`src/ute_pkg.sv`:
```
// ============================================================================
// ute_pkg
// Shared types and constants of the unsorted table engine.
// ============================================================================
`default_nettype none

package ute_pkg;

    localparam int CAPACITY      = 1024;
    localparam int ELEMENT_WIDTH = 64;
    localparam int POS_W         = $clog2(CAPACITY + 1);
    localparam int ADDR_W        = $clog2(CAPACITY);
    localparam int CMD_W         = 3;
    localparam int STATUS_W      = 3;

    // Stream payload widths, rounded up to whole bytes.
    localparam int IN_FIELDS_W   = POS_W + ELEMENT_WIDTH;
    localparam int IN_TDATA_W    = ((IN_FIELDS_W + 7) / 8) * 8;
    localparam int OUT_FIELDS_W  = 2 * POS_W + ELEMENT_WIDTH;
    localparam int OUT_TDATA_W   = ((OUT_FIELDS_W + 7) / 8) * 8;
    localparam int OUT_PAD_W     = OUT_TDATA_W - OUT_FIELDS_W;

    typedef logic [POS_W-1:0]         pos_t;
    typedef logic [ADDR_W-1:0]        addr_t;
    typedef logic [ELEMENT_WIDTH-1:0] word_t;

    localparam pos_t CAP_POS = POS_W'(CAPACITY);
    localparam pos_t POS_ONE = POS_W'(1);
    localparam pos_t POS_TWO = POS_W'(2);

    typedef enum logic [CMD_W-1:0] {
        CMD_SEARCH = 3'd0,
        CMD_ADD    = 3'd1,
        CMD_MODIFY = 3'd2,
        CMD_DELETE = 3'd3,
        CMD_READ   = 3'd4
    } cmd_t;

    typedef enum logic [STATUS_W-1:0] {
        ST_OK        = 3'd0,
        ST_NOT_FOUND = 3'd1,
        ST_FULL      = 3'd2,
        ST_DUPLICATE = 3'd3,
        ST_BAD_POS   = 3'd4
    } status_t;

    typedef enum logic [2:0] {
        S_IDLE,
        S_SCAN,
        S_RD_WAIT,
        S_DEL_MOVE,
        S_DONE
    } state_t;

    typedef struct packed {
        cmd_t  cmd;
        pos_t  position;
        word_t value;
    } request_t;

    typedef struct packed {
        status_t status;
        pos_t    found_position;
        word_t   data_out;
        pos_t    entry_count;
    } result_t;

endpackage

`default_nettype wire

```
`src/ute_ctrl.sv`:
```
// ============================================================================
// ute_ctrl
// Sequencer: scans, reads, modifies and writes back the table memory.
// ============================================================================
`default_nettype none

module ute_ctrl
    import ute_pkg::*;
(
    input  wire             clk,
    input  wire             rst_n,
    input  wire             req_valid,
    output logic            req_ready,
    input  request_t        req,
    output logic            res_valid,
    input  wire             res_ready,
    output result_t         res,
    output logic            ram_we,
    output addr_t           ram_waddr,
    output word_t           ram_wdata,
    output addr_t           ram_raddr,
    input  word_t           ram_rdata
);

    state_t  state_reg, state_next;
    cmd_t    cmd_reg,   cmd_next;
    pos_t    pos_reg,   pos_next;
    word_t   val_reg,   val_next;
    pos_t    count_reg, count_next;
    pos_t    scan_reg,  scan_next;
    word_t   old_reg,   old_next;
    result_t res_reg,   res_next;

    logic    hit;
    logic    req_pos_ok;
    logic    full;
    pos_t    count_m1;
    pos_t    req_pos_m1;
    pos_t    pos_m1;
    pos_t    scan_m2;

    assign hit        = (ram_rdata == val_reg);
    assign full       = (count_reg == CAP_POS);
    assign req_pos_ok = (req.position != '0) && (req.position <= count_reg);
    assign count_m1   = count_reg - POS_ONE;
    assign req_pos_m1 = req.position - POS_ONE;
    assign pos_m1     = pos_reg - POS_ONE;
    assign scan_m2    = scan_reg - POS_TWO;

    // Next state.
    always_comb
    begin
        state_next = state_reg;
        unique case (state_reg)
            S_IDLE:
            begin
                if (req_valid)
                begin
                    unique case (req.cmd)
                        CMD_SEARCH:
                            state_next = (count_reg == '0) ? S_DONE : S_SCAN;
                        CMD_ADD:
                            state_next = (full || count_reg == '0) ? S_DONE : S_SCAN;
                        CMD_MODIFY, CMD_DELETE, CMD_READ:
                            state_next = req_pos_ok ? S_RD_WAIT : S_DONE;
                        default:
                            state_next = S_DONE;
                    endcase
                end
            end
            S_SCAN:
            begin
                if (hit || scan_reg == POS_ONE)
                begin
                    state_next = S_DONE;
                end
            end
            S_RD_WAIT:
                state_next = (cmd_reg == CMD_DELETE) ? S_DEL_MOVE : S_DONE;
            S_DEL_MOVE:
                state_next = S_DONE;
            S_DONE:
            begin
                if (res_ready)
                begin
                    state_next = S_IDLE;
                end
            end
            default:
                state_next = S_IDLE;
        endcase
    end

    // Outputs, memory accesses and datapath updates.
    always_comb
    begin
        req_ready  = 1'b0;
        res_valid  = 1'b0;
        ram_we     = 1'b0;
        ram_waddr  = count_reg[ADDR_W-1:0];
        ram_wdata  = val_reg;
        ram_raddr  = scan_m2[ADDR_W-1:0];
        cmd_next   = cmd_reg;
        pos_next   = pos_reg;
        val_next   = val_reg;
        count_next = count_reg;
        scan_next  = scan_reg;
        old_next   = old_reg;
        res_next   = res_reg;

        unique case (state_reg)
            S_IDLE:
            begin
                req_ready = 1'b1;
                ram_raddr = (req.cmd == CMD_SEARCH || req.cmd == CMD_ADD) ?
                            count_m1[ADDR_W-1:0] : req_pos_m1[ADDR_W-1:0];
                if (req_valid)
                begin
                    cmd_next  = req.cmd;
                    pos_next  = req.position;
                    val_next  = req.value;
                    scan_next = count_reg;
                    res_next.status         = ST_OK;
                    res_next.found_position = '0;
                    res_next.data_out       = '0;
                    res_next.entry_count    = count_reg;
                    unique case (req.cmd)
                        CMD_SEARCH:
                            res_next.status = ST_NOT_FOUND;
                        CMD_ADD:
                        begin
                            if (full)
                            begin
                                res_next.status = ST_FULL;
                            end
                            else if (count_reg == '0)
                            begin
                                // Empty table: store straight away.
                                ram_we     = 1'b1;
                                ram_waddr  = '0;
                                ram_wdata  = req.value;
                                count_next = POS_ONE;
                                res_next.found_position = POS_ONE;
                                res_next.entry_count    = POS_ONE;
                            end
                        end
                        CMD_MODIFY, CMD_DELETE, CMD_READ:
                        begin
                            if (!req_pos_ok)
                            begin
                                res_next.status = ST_BAD_POS;
                            end
                        end
                        default:
                        begin
                        end
                    endcase
                end
            end
            S_SCAN:
            begin
                // ram_rdata holds the entry at scan_reg; the next lower one is
                // already being fetched.
                scan_next = scan_reg - POS_ONE;
                res_next.entry_count = count_reg;
                if (hit)
                begin
                    res_next.status         = (cmd_reg == CMD_ADD) ? ST_DUPLICATE : ST_OK;
                    res_next.found_position = scan_reg;
                end
                else if (scan_reg == POS_ONE)
                begin
                    if (cmd_reg == CMD_ADD)
                    begin
                        ram_we     = 1'b1;
                        count_next = count_reg + POS_ONE;
                        res_next.status         = ST_OK;
                        res_next.found_position = count_reg + POS_ONE;
                        res_next.entry_count    = count_reg + POS_ONE;
                    end
                    else
                    begin
                        res_next.status         = ST_NOT_FOUND;
                        res_next.found_position = '0;
                    end
                end
            end
            S_RD_WAIT:
            begin
                ram_raddr = count_m1[ADDR_W-1:0];
                old_next  = ram_rdata;
                res_next.status         = ST_OK;
                res_next.found_position = pos_reg;
                res_next.data_out       = ram_rdata;
                res_next.entry_count    = count_reg;
                if (cmd_reg == CMD_MODIFY)
                begin
                    ram_we    = 1'b1;
                    ram_waddr = pos_m1[ADDR_W-1:0];
                end
            end
            S_DEL_MOVE:
            begin
                // The last entry fills the hole.
                ram_we     = 1'b1;
                ram_waddr  = pos_m1[ADDR_W-1:0];
                ram_wdata  = ram_rdata;
                count_next = count_m1;
                res_next.data_out    = old_reg;
                res_next.entry_count = count_m1;
            end
            S_DONE:
                res_valid = 1'b1;
            default:
            begin
            end
        endcase
    end

    always_ff @(posedge clk or negedge rst_n)
    begin
        if (!rst_n)
        begin
            state_reg <= S_IDLE;
            count_reg <= '0;
        end
        else
        begin
            state_reg <= state_next;
            count_reg <= count_next;
        end
    end

    always_ff @(posedge clk)
    begin
        cmd_reg  <= cmd_next;
        pos_reg  <= pos_next;
        val_reg  <= val_next;
        scan_reg <= scan_next;
        old_reg  <= old_next;
        res_reg  <= res_next;
    end

    assign res = res_reg;

endmodule

`default_nettype wire

```
`config.mk`:
```
export PLATFORM = sky130hd
export DESIGN_NAME = ute_ctrl
export DESIGN_NICKNAME = d
export VERILOG_FILES = /design/src/ute_pkg.sv /design/src/ute_ctrl.sv
export SDC_FILE = /design/constraint.sdc
export NUM_CORES = 1
export LEC_CHECK = 0
export BUFFER_PORTS_ARGS = -buffer_cell sky130_fd_sc_hd__buf_4
export CORE_MARGIN = 5
export CORE_UTILIZATION = 55
export DETAILED_ROUTE_END_ITERATION = 7
export GPL_TIMING_DRIVEN = 0
export HOLD_SLACK_MARGIN = 0.06
export PLACE_DENSITY = 0.81
export SKIP_CTS_REPAIR_TIMING = 1
export SLEW_MARGIN = 20
export SYNTH_ARGS = -nofsm -noshare
export SYNTH_HDL_FRONTEND = slang
export SYNTH_SLANG_ARGS = --single-unit
export TNS_END_PERCENT = 20
```
`constraint.sdc`:
```
create_clock -name clk -period 12.14 [get_ports clk]
set_input_delay 3.642 -clock clk [delete_from_list [all_inputs] [get_ports clk]]
set_output_delay 3.642 -clock clk [all_outputs]
set_load 0.01 [all_outputs]
```
# After elaboration in Yosys (flattened, before gate mapping)
# Cells that the tools add are included.
# word_totals
latchBits	0
output_inout_bits	176
romBits	0
inputBits	146
memories	0
register_bits	256
mem_bits_rw	0
# op_classes
mux	57
shift	0
n_eq_ne	18
n_div	0
bitwise_logic	0
n_reduce_logical	21
n_addsub	6
order_cmp	1
mul	0
# ops
op	count
$mux W64	4
$pmux W64 S3	1
$pmux W64 S2	1
$mux W11	10
$mux W89	1
$eq A64 B64 Y1	1
$mux W10	6
$pmux W11 S4	1
$pmux W14 S3	1
$pmux W11 S3	1
$pmux W10 S3	1
$mux W14	2
$mux W3	8
$pmux W11 S2	1
$sub A11 B1 Y11 const B	2
$pmux W10 S2	1
$sub A10 B1 Y10 const B	2
$eq A3 B2 Y1 const B	6
$pmux W3 S3	2
$pmux W3 S5	1
$mux W12	1
$add A11 B1 Y11 const B	1
$eq A11 B1 Y1 const B	1
$eq A11 B11 Y1 const B	1
other kinds (20)	46

# Depth between registers and ports, before layout
# Gate-level depths: netlist of run 1.
# logic_depth
word_depth	6
depth_mapped	11
ltp_nobuf	8

# Worst setup path after synthesis of run 1
# Ideal clock, no wire load.
# synth_path
path_type	input port to output port
from	input port req_valid
to	output port ram_waddr[0]
stages	4
path_buffers	0
t_arrival_ns	7.509
slack_ns	0.989
required_ns	8.498
cell_sequence	a21oi_1 -> nor2_1 -> nand2_1 -> o2bb2ai_1
# synth_via
elab_chain_cells	2
# synth_lines
element	line	source
start, declared	ute_ctrl.sv:12	input wire req_valid,
$mux W10	ute_ctrl.sv:117	if (req_valid)
$pmux W10 S3	ute_ctrl.sv:111	unique case (state_reg)
end, declared	ute_ctrl.sv:19	output addr_t ram_waddr,
# Every way passes these cells.

# Worst setup path after layout of run 1
# layout_path
from	input port ram_rdata[5]
to	output port ram_we
# layout_via
elab_chain_cells	3
# layout_lines
element	line	source
start, declared	ute_ctrl.sv:22	input word_t ram_rdata
$eq A64 B64 Y1	ute_ctrl.sv:42	assign hit = (ram_rdata == val_reg);
$mux W1	ute_ctrl.sv:166	if (hit)
$pmux W1 S4	ute_ctrl.sv:111	
end, declared	ute_ctrl.sv:18	output logic ram_we,
# Every way passes these cells.

==> results of run 1 <==
layout by cell type, fill, tap and decap left out, types with 5 or more instances in the layout:
cell type,netlist,layout
nand3_1,18,18
o21ai_0,35,35
a21oi_1,16,15
nor2_1,45,43
xor2_1,15,15
nand4_1,29,29
clkbuf_16,0,29
nand2b_1,5,5
a22o_1,70,70
buf_12,7,9
inv_1,21,20
o2bb2ai_1,8,8
dfrtp_1,14,14
clkinv_2,0,6
mux2i_1,13,13
edfxtp_1,242,242
xnor2_1,96,96
nor3_1,22,22
buf_2,7,7
o211ai_1,14,14
a21o_1,66,66
ha_1,21,21
clkinv_1,5,10
a22o_4,60,60
buf_6,8,8
nand2_1,66,66
nor4_1,19,19
buf_4,4,325
clkbuf_1,39,45
o311ai_0,9,9
report_power, final:
| group | total (uW) | switching (uW) | internal (uW) |
|---|---|---|---|
| registers | 960 | 0 | 960 |
| logic | 91.1 | 48.4 | 42.7 |
| clock network | 798 | 361 | 437 |
| total | 1850 | 409 | 1440 |
area by class of cell:
type / instances / area (um^2)
flip-flops and latches: 256 / 7620
fillers: 1722 / 6950
multi-input cells: 693 / 5550
repair buffers: 326 / 2530
clock buffers: 36 / 752
plain buffers: 69 / 460
well taps: 324 / 405
inverters: 27 / 104
clock inverters: 14 / 83.8
diodes: 2 / 5.00
worst max-delay path: stages:
cell      delay, ps
buf_4           140
xnor2_1         240
nand4_1         360
nor4_1          620
nand4_1         480
clkinv_1        360
o31ai_1         190
buf_4           200
metrics by stage:
stage	cells	utilization, %	hold WS (ps)
final	1747	71.6	541
after floorplan	1045	-	496
after detailed placement	1695	68.1	527
after CTS	1745	71.6	541
after global routing	1747	71.6	555
after global placement	1690	67.6	521
cell families after synthesis:
group	count (synthesis)
compound gates	316
xor+xnor	111
fa+ha+maj	21
buf+inv	96
flops	256
mux	13
simple gates	232
how the worst max path moves through the flow:
stage / from / end / slack, ps / depth (start not counted)
after floorplan: req_valid / ram_waddr[0] / 990 / 4
after global placement: req_valid / ram_we / -1850 / 6
after detailed placement: ram_rdata[5] / ram_we / 2390 / 8
after CTS: ram_rdata[5] / ram_we / 2330 / 8
after global routing: ram_rdata[5] / ram_we / 2200 / 8
final: ram_rdata[5] / ram_we / 2270 / 8
per-layer routing:
| layer | up-vias | wire (um) | global-route usage (%) |
|---|---|---|---|
| met1 | 5445 | 17900 | 41.1 |
| met5 | - | 0 | 0 |
| met3 | 128 | 4500 | 6.28 |
| li1 | 4820 | - | - |
| met2 | 717 | 23200 | 54.7 |
| met4 | 0 | 2190 | 12.1 |
==> flow_summary_export.csv, run 1 <==
group,metric,value,unit
synth,synth_edf_count,242,
synth,synthCells,1045,
cells_and_area,final_cell_area,17500,um^2
timing,grt_setup_unrepaired,"false",
placement,gp_congestion,0.959,
global_routing,first_global_vias,10962,
synth,syn_area,13700,um^2
synth,post-synth-top-count-cell,"edfxtp_1",
cts,cts_sinks,256,
timing,timing.final.hold_violations,0,
synth,syn_avg_cell_area,13.1,um^2
synth,synth_xor_area_share,7.09,%
worst_setup_path,reg2reg_from,"val_reg[5]",
power,leakage,0.00686,uW
worst_setup_path,worst_ep_required_time,8500,ps
timing,maxSlewHeadroom,43.1,%
cts,clk_latency,570,ps
synth,synth-adder-area-share,1.92,%
min_path,whs_path_depth,1,
min_path,whs_endpoint,"res[59]",
cts,clockBufferDepth,3,
floorplanning,die_x,168,um
worst_setup_path,worstPathMaxFanout,10,
synth,synth-seq-cells,256,
timing,max_clock_freq,101,MHz
timing,fin_tns_setup,0,ps
floorplanning,die_y,168,um
worst_setup_path,start_kind,"primary input",
cts,clkTransAtPathRegs,60,ps
worst_setup_path,r2r_end,"res[9]",
synth,ys_types,63,
status,status,"finished, final reports clean",
synth,yosys.area.top_type,"edfxtp_1",
cts,cts_tree,"built",
timing,finalCriticalPeriod,9870,ps
power,pwr_density_cell,106,nW/um^2
synth,synth_mux_area_share,0.949,%
synth,yosys-top-cells-count,"242 x edfxtp_1, 96 x xnor2_1, 70 x a22o_1",
global_routing,grt_max_degree,42,
worst_setup_path,criticalPathCategory,"primary input to primary output",
floorplanning,initial_core_util,56.0,%
timing,setup_viol,0,
placement,place_hpwl,36100,um
routing,ant_nets,0,
floorplanning,pin_count,322,
cts,root_buffer,"clkbuf_16",
cells_and_area,nets,1569,
worst_setup_path,critPathArrivalTime,6230,ps
floorplanning,rows,57,
power,power.total,1850,uW
cells_and_area,largest_reg_flops,89,
global_routing,grt_pass1_wl,69700,um
synth,synth_seq_area_share,55.6,%
job,cap_violations,0,
routing,avgViaCountPerCell,6.36,
routing,route.vias.total,11110,
placement,io_buffers,321,
worst_setup_path,end_kind,"primary output",
power,ir_drop,0.0895,mV
synth,synth_compound_area_share,21.7,%
min_path,hp-start,"old_reg[48]",
synth,synthFlopType,"edfxtp_1",
cells_and_area,drive_above_1_share,32.5,%
placement,post-place-ws,2390,ps
cts,cts_max_level,1,
cts,tritoncts.num_buffers,29,
worst_setup_path,reg2regPathDepth,8,
floorplanning,dieArea,28200,um^2
synth,synth_top_family_by_area,"compound AO/OA/AOI/OAI gates",
worst_setup_path,reg2reg_slack,8460,ps
timing,fin_ws,2270,ps
synth,synthTopCellsByArea,"edfxtp_1 53%, a22o_4 7.7%, xnor2_1 6.1%",
routing,drtIter0Drc,1189,
global_routing,globalRouteTotalUtil,32.2,%
routing,firstDrtPassIters,5,
synth,synth_nets,1212,
floorplanning,core,24500,um^2
synth,ys_warn_count,0,
cells_and_area,syn2layout_area_growth,27.7,%
global_routing,antenna_found_initial,2,
routing,routed_wl,47800,um
synth,async_reset_ff_share,5.47,%
routing,avgRoutedWirePerCell,27.4,um
placement,placed_area,16700,um^2
min_path,min_path_type,"flip-flop to flip-flop",
synth,yosysTopAreaCellShare,53.0,%
timing,clock_skew,11.5,ps
global_routing,grt-ovfl-total,0,
routing,remaining_drc_errors,0,
timing,worst_pin_slew,851,ps
timing,slew_viol_final,0,
timing,fin_crit_sh,81.3,%
synth,synthSimpleGateAreaFrac,8.69,%
(Power assumes the default switching activity.)
==> run 2: changes to the inputs <==
- ABC_AREA: unset -> 1
- clock period: 12.14 -> 9.9 ns (I/O delays scaled with it)
==> flow_summary_export.csv, run 2 <==
group,metric,value,unit
status,status,"finished, final reports clean",
worst_setup_path,cp.depth,9,
worst_setup_path,cp.buffers_inverters,5,
synth,post-synth-top-count-cell,"nand2_1",
synth,async_reset_ff_share,5.47,%
cts,clkTransAtPathRegs,60,ps
floorplanning,pin_count,322,
global_routing,antenna_found_initial,1,
global_routing,grt_max_degree,35,
cells_and_area,syn2layout_area_growth,28.1,%
placement,post-place-ws,2000,ps
synth,ys_types,51,
min_path,min_path_type,"flip-flop to flip-flop",
cells_and_area,nets,2090,
synth,ys_warn_count,0,
placement,gp_congestion,1.01,
cts,cts_sinks,256,
worst_setup_path,critPathArrivalTime,4960,ps
floorplanning,rows,58,
cells_and_area,fillers,1950,
timing,slew_viol_final,0,
global_routing,globalRouteTotalUtil,33.7,%
floorplanning,die_y,169,um
synth,synthFlopType,"edfxtp_1",
worst_setup_path,criticalPathCategory,"primary input to primary output",
synth,yosys.area.top_type,"edfxtp_1",
timing,max_clock_freq,126,MHz
synth,synth_nets,1733,
cts,clk_latency,560,ps
synth,synth_seq_area_share,54.6,%
cts,cts_tree,"built",
routing,remaining_drc_errors,0,
worst_setup_path,start_kind,"primary input",
floorplanning,dieArea,28700,um^2
timing,maxSlewHeadroom,38.7,%
routing,firstDrtPassIters,5,
timing,finalCriticalPeriod,7930,ps
min_path,whs_endpoint,"res[61]",
worst_setup_path,path_common_cell,"buf_4",
power,leakage,0.00782,uW
floorplanning,initial_core_util,55.6,%
min_path,whs_path_depth,2,
timing,worst_pin_slew,919,ps
worst_setup_path,worstPathMaxFanout,18,
worst_setup_path,reg2regPathDepth,11,
timing,setup_viol,0,
worst_setup_path,crit_chain,"buf_4, inv_1, nor2_4, nand2_2, inv_4, buf_4, nand2_1, o221ai_1, buf_4",
synth,syn_area,14000,um^2
worst_setup_path,startpoint,"req_valid",
worst_setup_path,cp_slowest_stage_delay,590,ps
routing,route.vias.total,13174,
cts,tritoncts.num_buffers,27,
cts,clockBufferDepth,3,
synth,synthCells,1566,
routing,drtIter0Drc,1462,
floorplanning,core,25100,um^2
routing,avgViaCountPerCell,5.79,
timing,clock_skew,24.1,ps
global_routing,grt_pass1_wl,74200,um
routing,avgRoutedWirePerCell,22.0,um
min_path,hp-start,"old_reg[50]",
synth,yosysTopAreaCellShare,52.1,%
timing,fin_tns_setup,0,ps
synth,yosys-top-cells-count,"515 x nand2_1, 242 x edfxtp_1, 179 x inv_1",
job,cap_violations,0,
worst_setup_path,reg2reg_slack,6960,ps
power,ir_drop,0.195,mV
power,pwr_density_cell,282,nW/um^2
cts,root_buffer,"clkbuf_16",
routing,routed_wl,49900,um
floorplanning,die_x,169,um
placement,place_hpwl,37500,um
synth,synth-seq-cells,256,
worst_setup_path,critPathTopFamily,"simple AND/OR/NAND/NOR gates",
synth,syn_avg_cell_area,8.91,um^2
global_routing,first_global_vias,12739,
worst_setup_path,r2r_end,"res[75]",
timing,grt_setup_unrepaired,"false",
cells_and_area,mostFrequentLayoutCells,"515 x nand2_1, 329 x buf_4, 242 x edfxtp_1",
routing,ant_nets,0,
global_routing,grt-ovfl-total,0,
worst_setup_path,end_kind,"primary output",
synth,synthTopCellsByArea,"edfxtp_1 52%, nand2_1 14%, inv_1 4.8%",
timing,timing.final.hold_violations,0,
timing,fin_crit_sh,80.1,%
placement,io_buffers,321,
timing,fin_ws,1970,ps
cells_and_area,largest_reg_flops,89,
cts,cts_max_level,1,
worst_setup_path,cpMaxStageDelayCell,"nor2_4",
cells_and_area,final_common_cell,"nand2_1",
worst_setup_path,reg2reg_from,"val_reg[36]",
worst_setup_path,worst_ep_required_time,6930,ps
cells_and_area,drive_above_1_share,23.1,%
synth,synth_edf_count,242,
-- run 2: cell count changes after synthesis, sizes merged, moves of 59 or more --
cell    before  now
xnor2       96    6
a21o        66    0
nand2       66  518
o21ai       36  137
nor2        46  132
o221ai       1   60
inv         22  192
a22o       130    2
-- run 2: how the worst max path moves through the flow --
stage                               end  slack, ps
final                      ram_wdata[6]       1970
after global routing       ram_wdata[6]       1890
after CTS                  ram_wdata[6]       1980
after detailed placement   ram_wdata[6]       2000
after global placement     ram_wdata[6]        360
after floorplan           ram_wdata[11]       1940
-- run 2: worst min-delay path, cell delays in order (launching register included) --
cell and delay [ps]:
edfxtp_1 320, nand2_1 40, o21ai_0 50
-- run 2: area by class of cell --
class	instances	area (um^2)	share of cell area, %
multi-input cells	1059	5260	29.4
well taps	330	413	2.31
plain buffers	55	347	1.94
clock inverters	21	274	1.53
diodes	1	2.50	0.0140
repair buffers	328	2550	14.3
clock buffers	28	679	3.80
inverters	196	743	4.15
flip-flops and latches	256	7620	42.6
-- run 2: routing by layer --
layer / share of wire [%] / global-route usage, %
met3: 11 / 7.15
met2: 48 / 56.5
met1: 37 / 42.9
met4: 4.6 / 13.5
met5: 0 / 0
-- run 2: per-stage QoR --
step / area [um^2] / total power, uW / instances / util (%) / hold WS (ps)
finish: 17900 / 5050 / 2274 / 71.2 / 523
global placement: 16800 / 3870 / 2217 / 66.8 / 504
detailed placement: 16900 / 3930 / 2224 / 67.4 / 512
CTS: 17900 / 5030 / 2273 / 71.2 / 526
floorplan: 14000 / 2880 / 1566 / - / 500
global route: 17900 / 5280 / 2274 / 71.2 / 541
-- run 2: report_power, final --
group          switching [uW]  total (uW)  internal [uW]
logic                    1340        2120            779
clock network             441        1100            657
registers                 187        1830           1650
total                    1970        5050           3080
-- run 2: logic make-up after synthesis --
family	share of synthesized area, %
and+or+nand+nor	21.7
xor gates and xnor gates	2.20
buffers and inverters	7.78
AOI/OAI and AO/OA	11.9
DFF	54.6
adders and majority gates	1.88
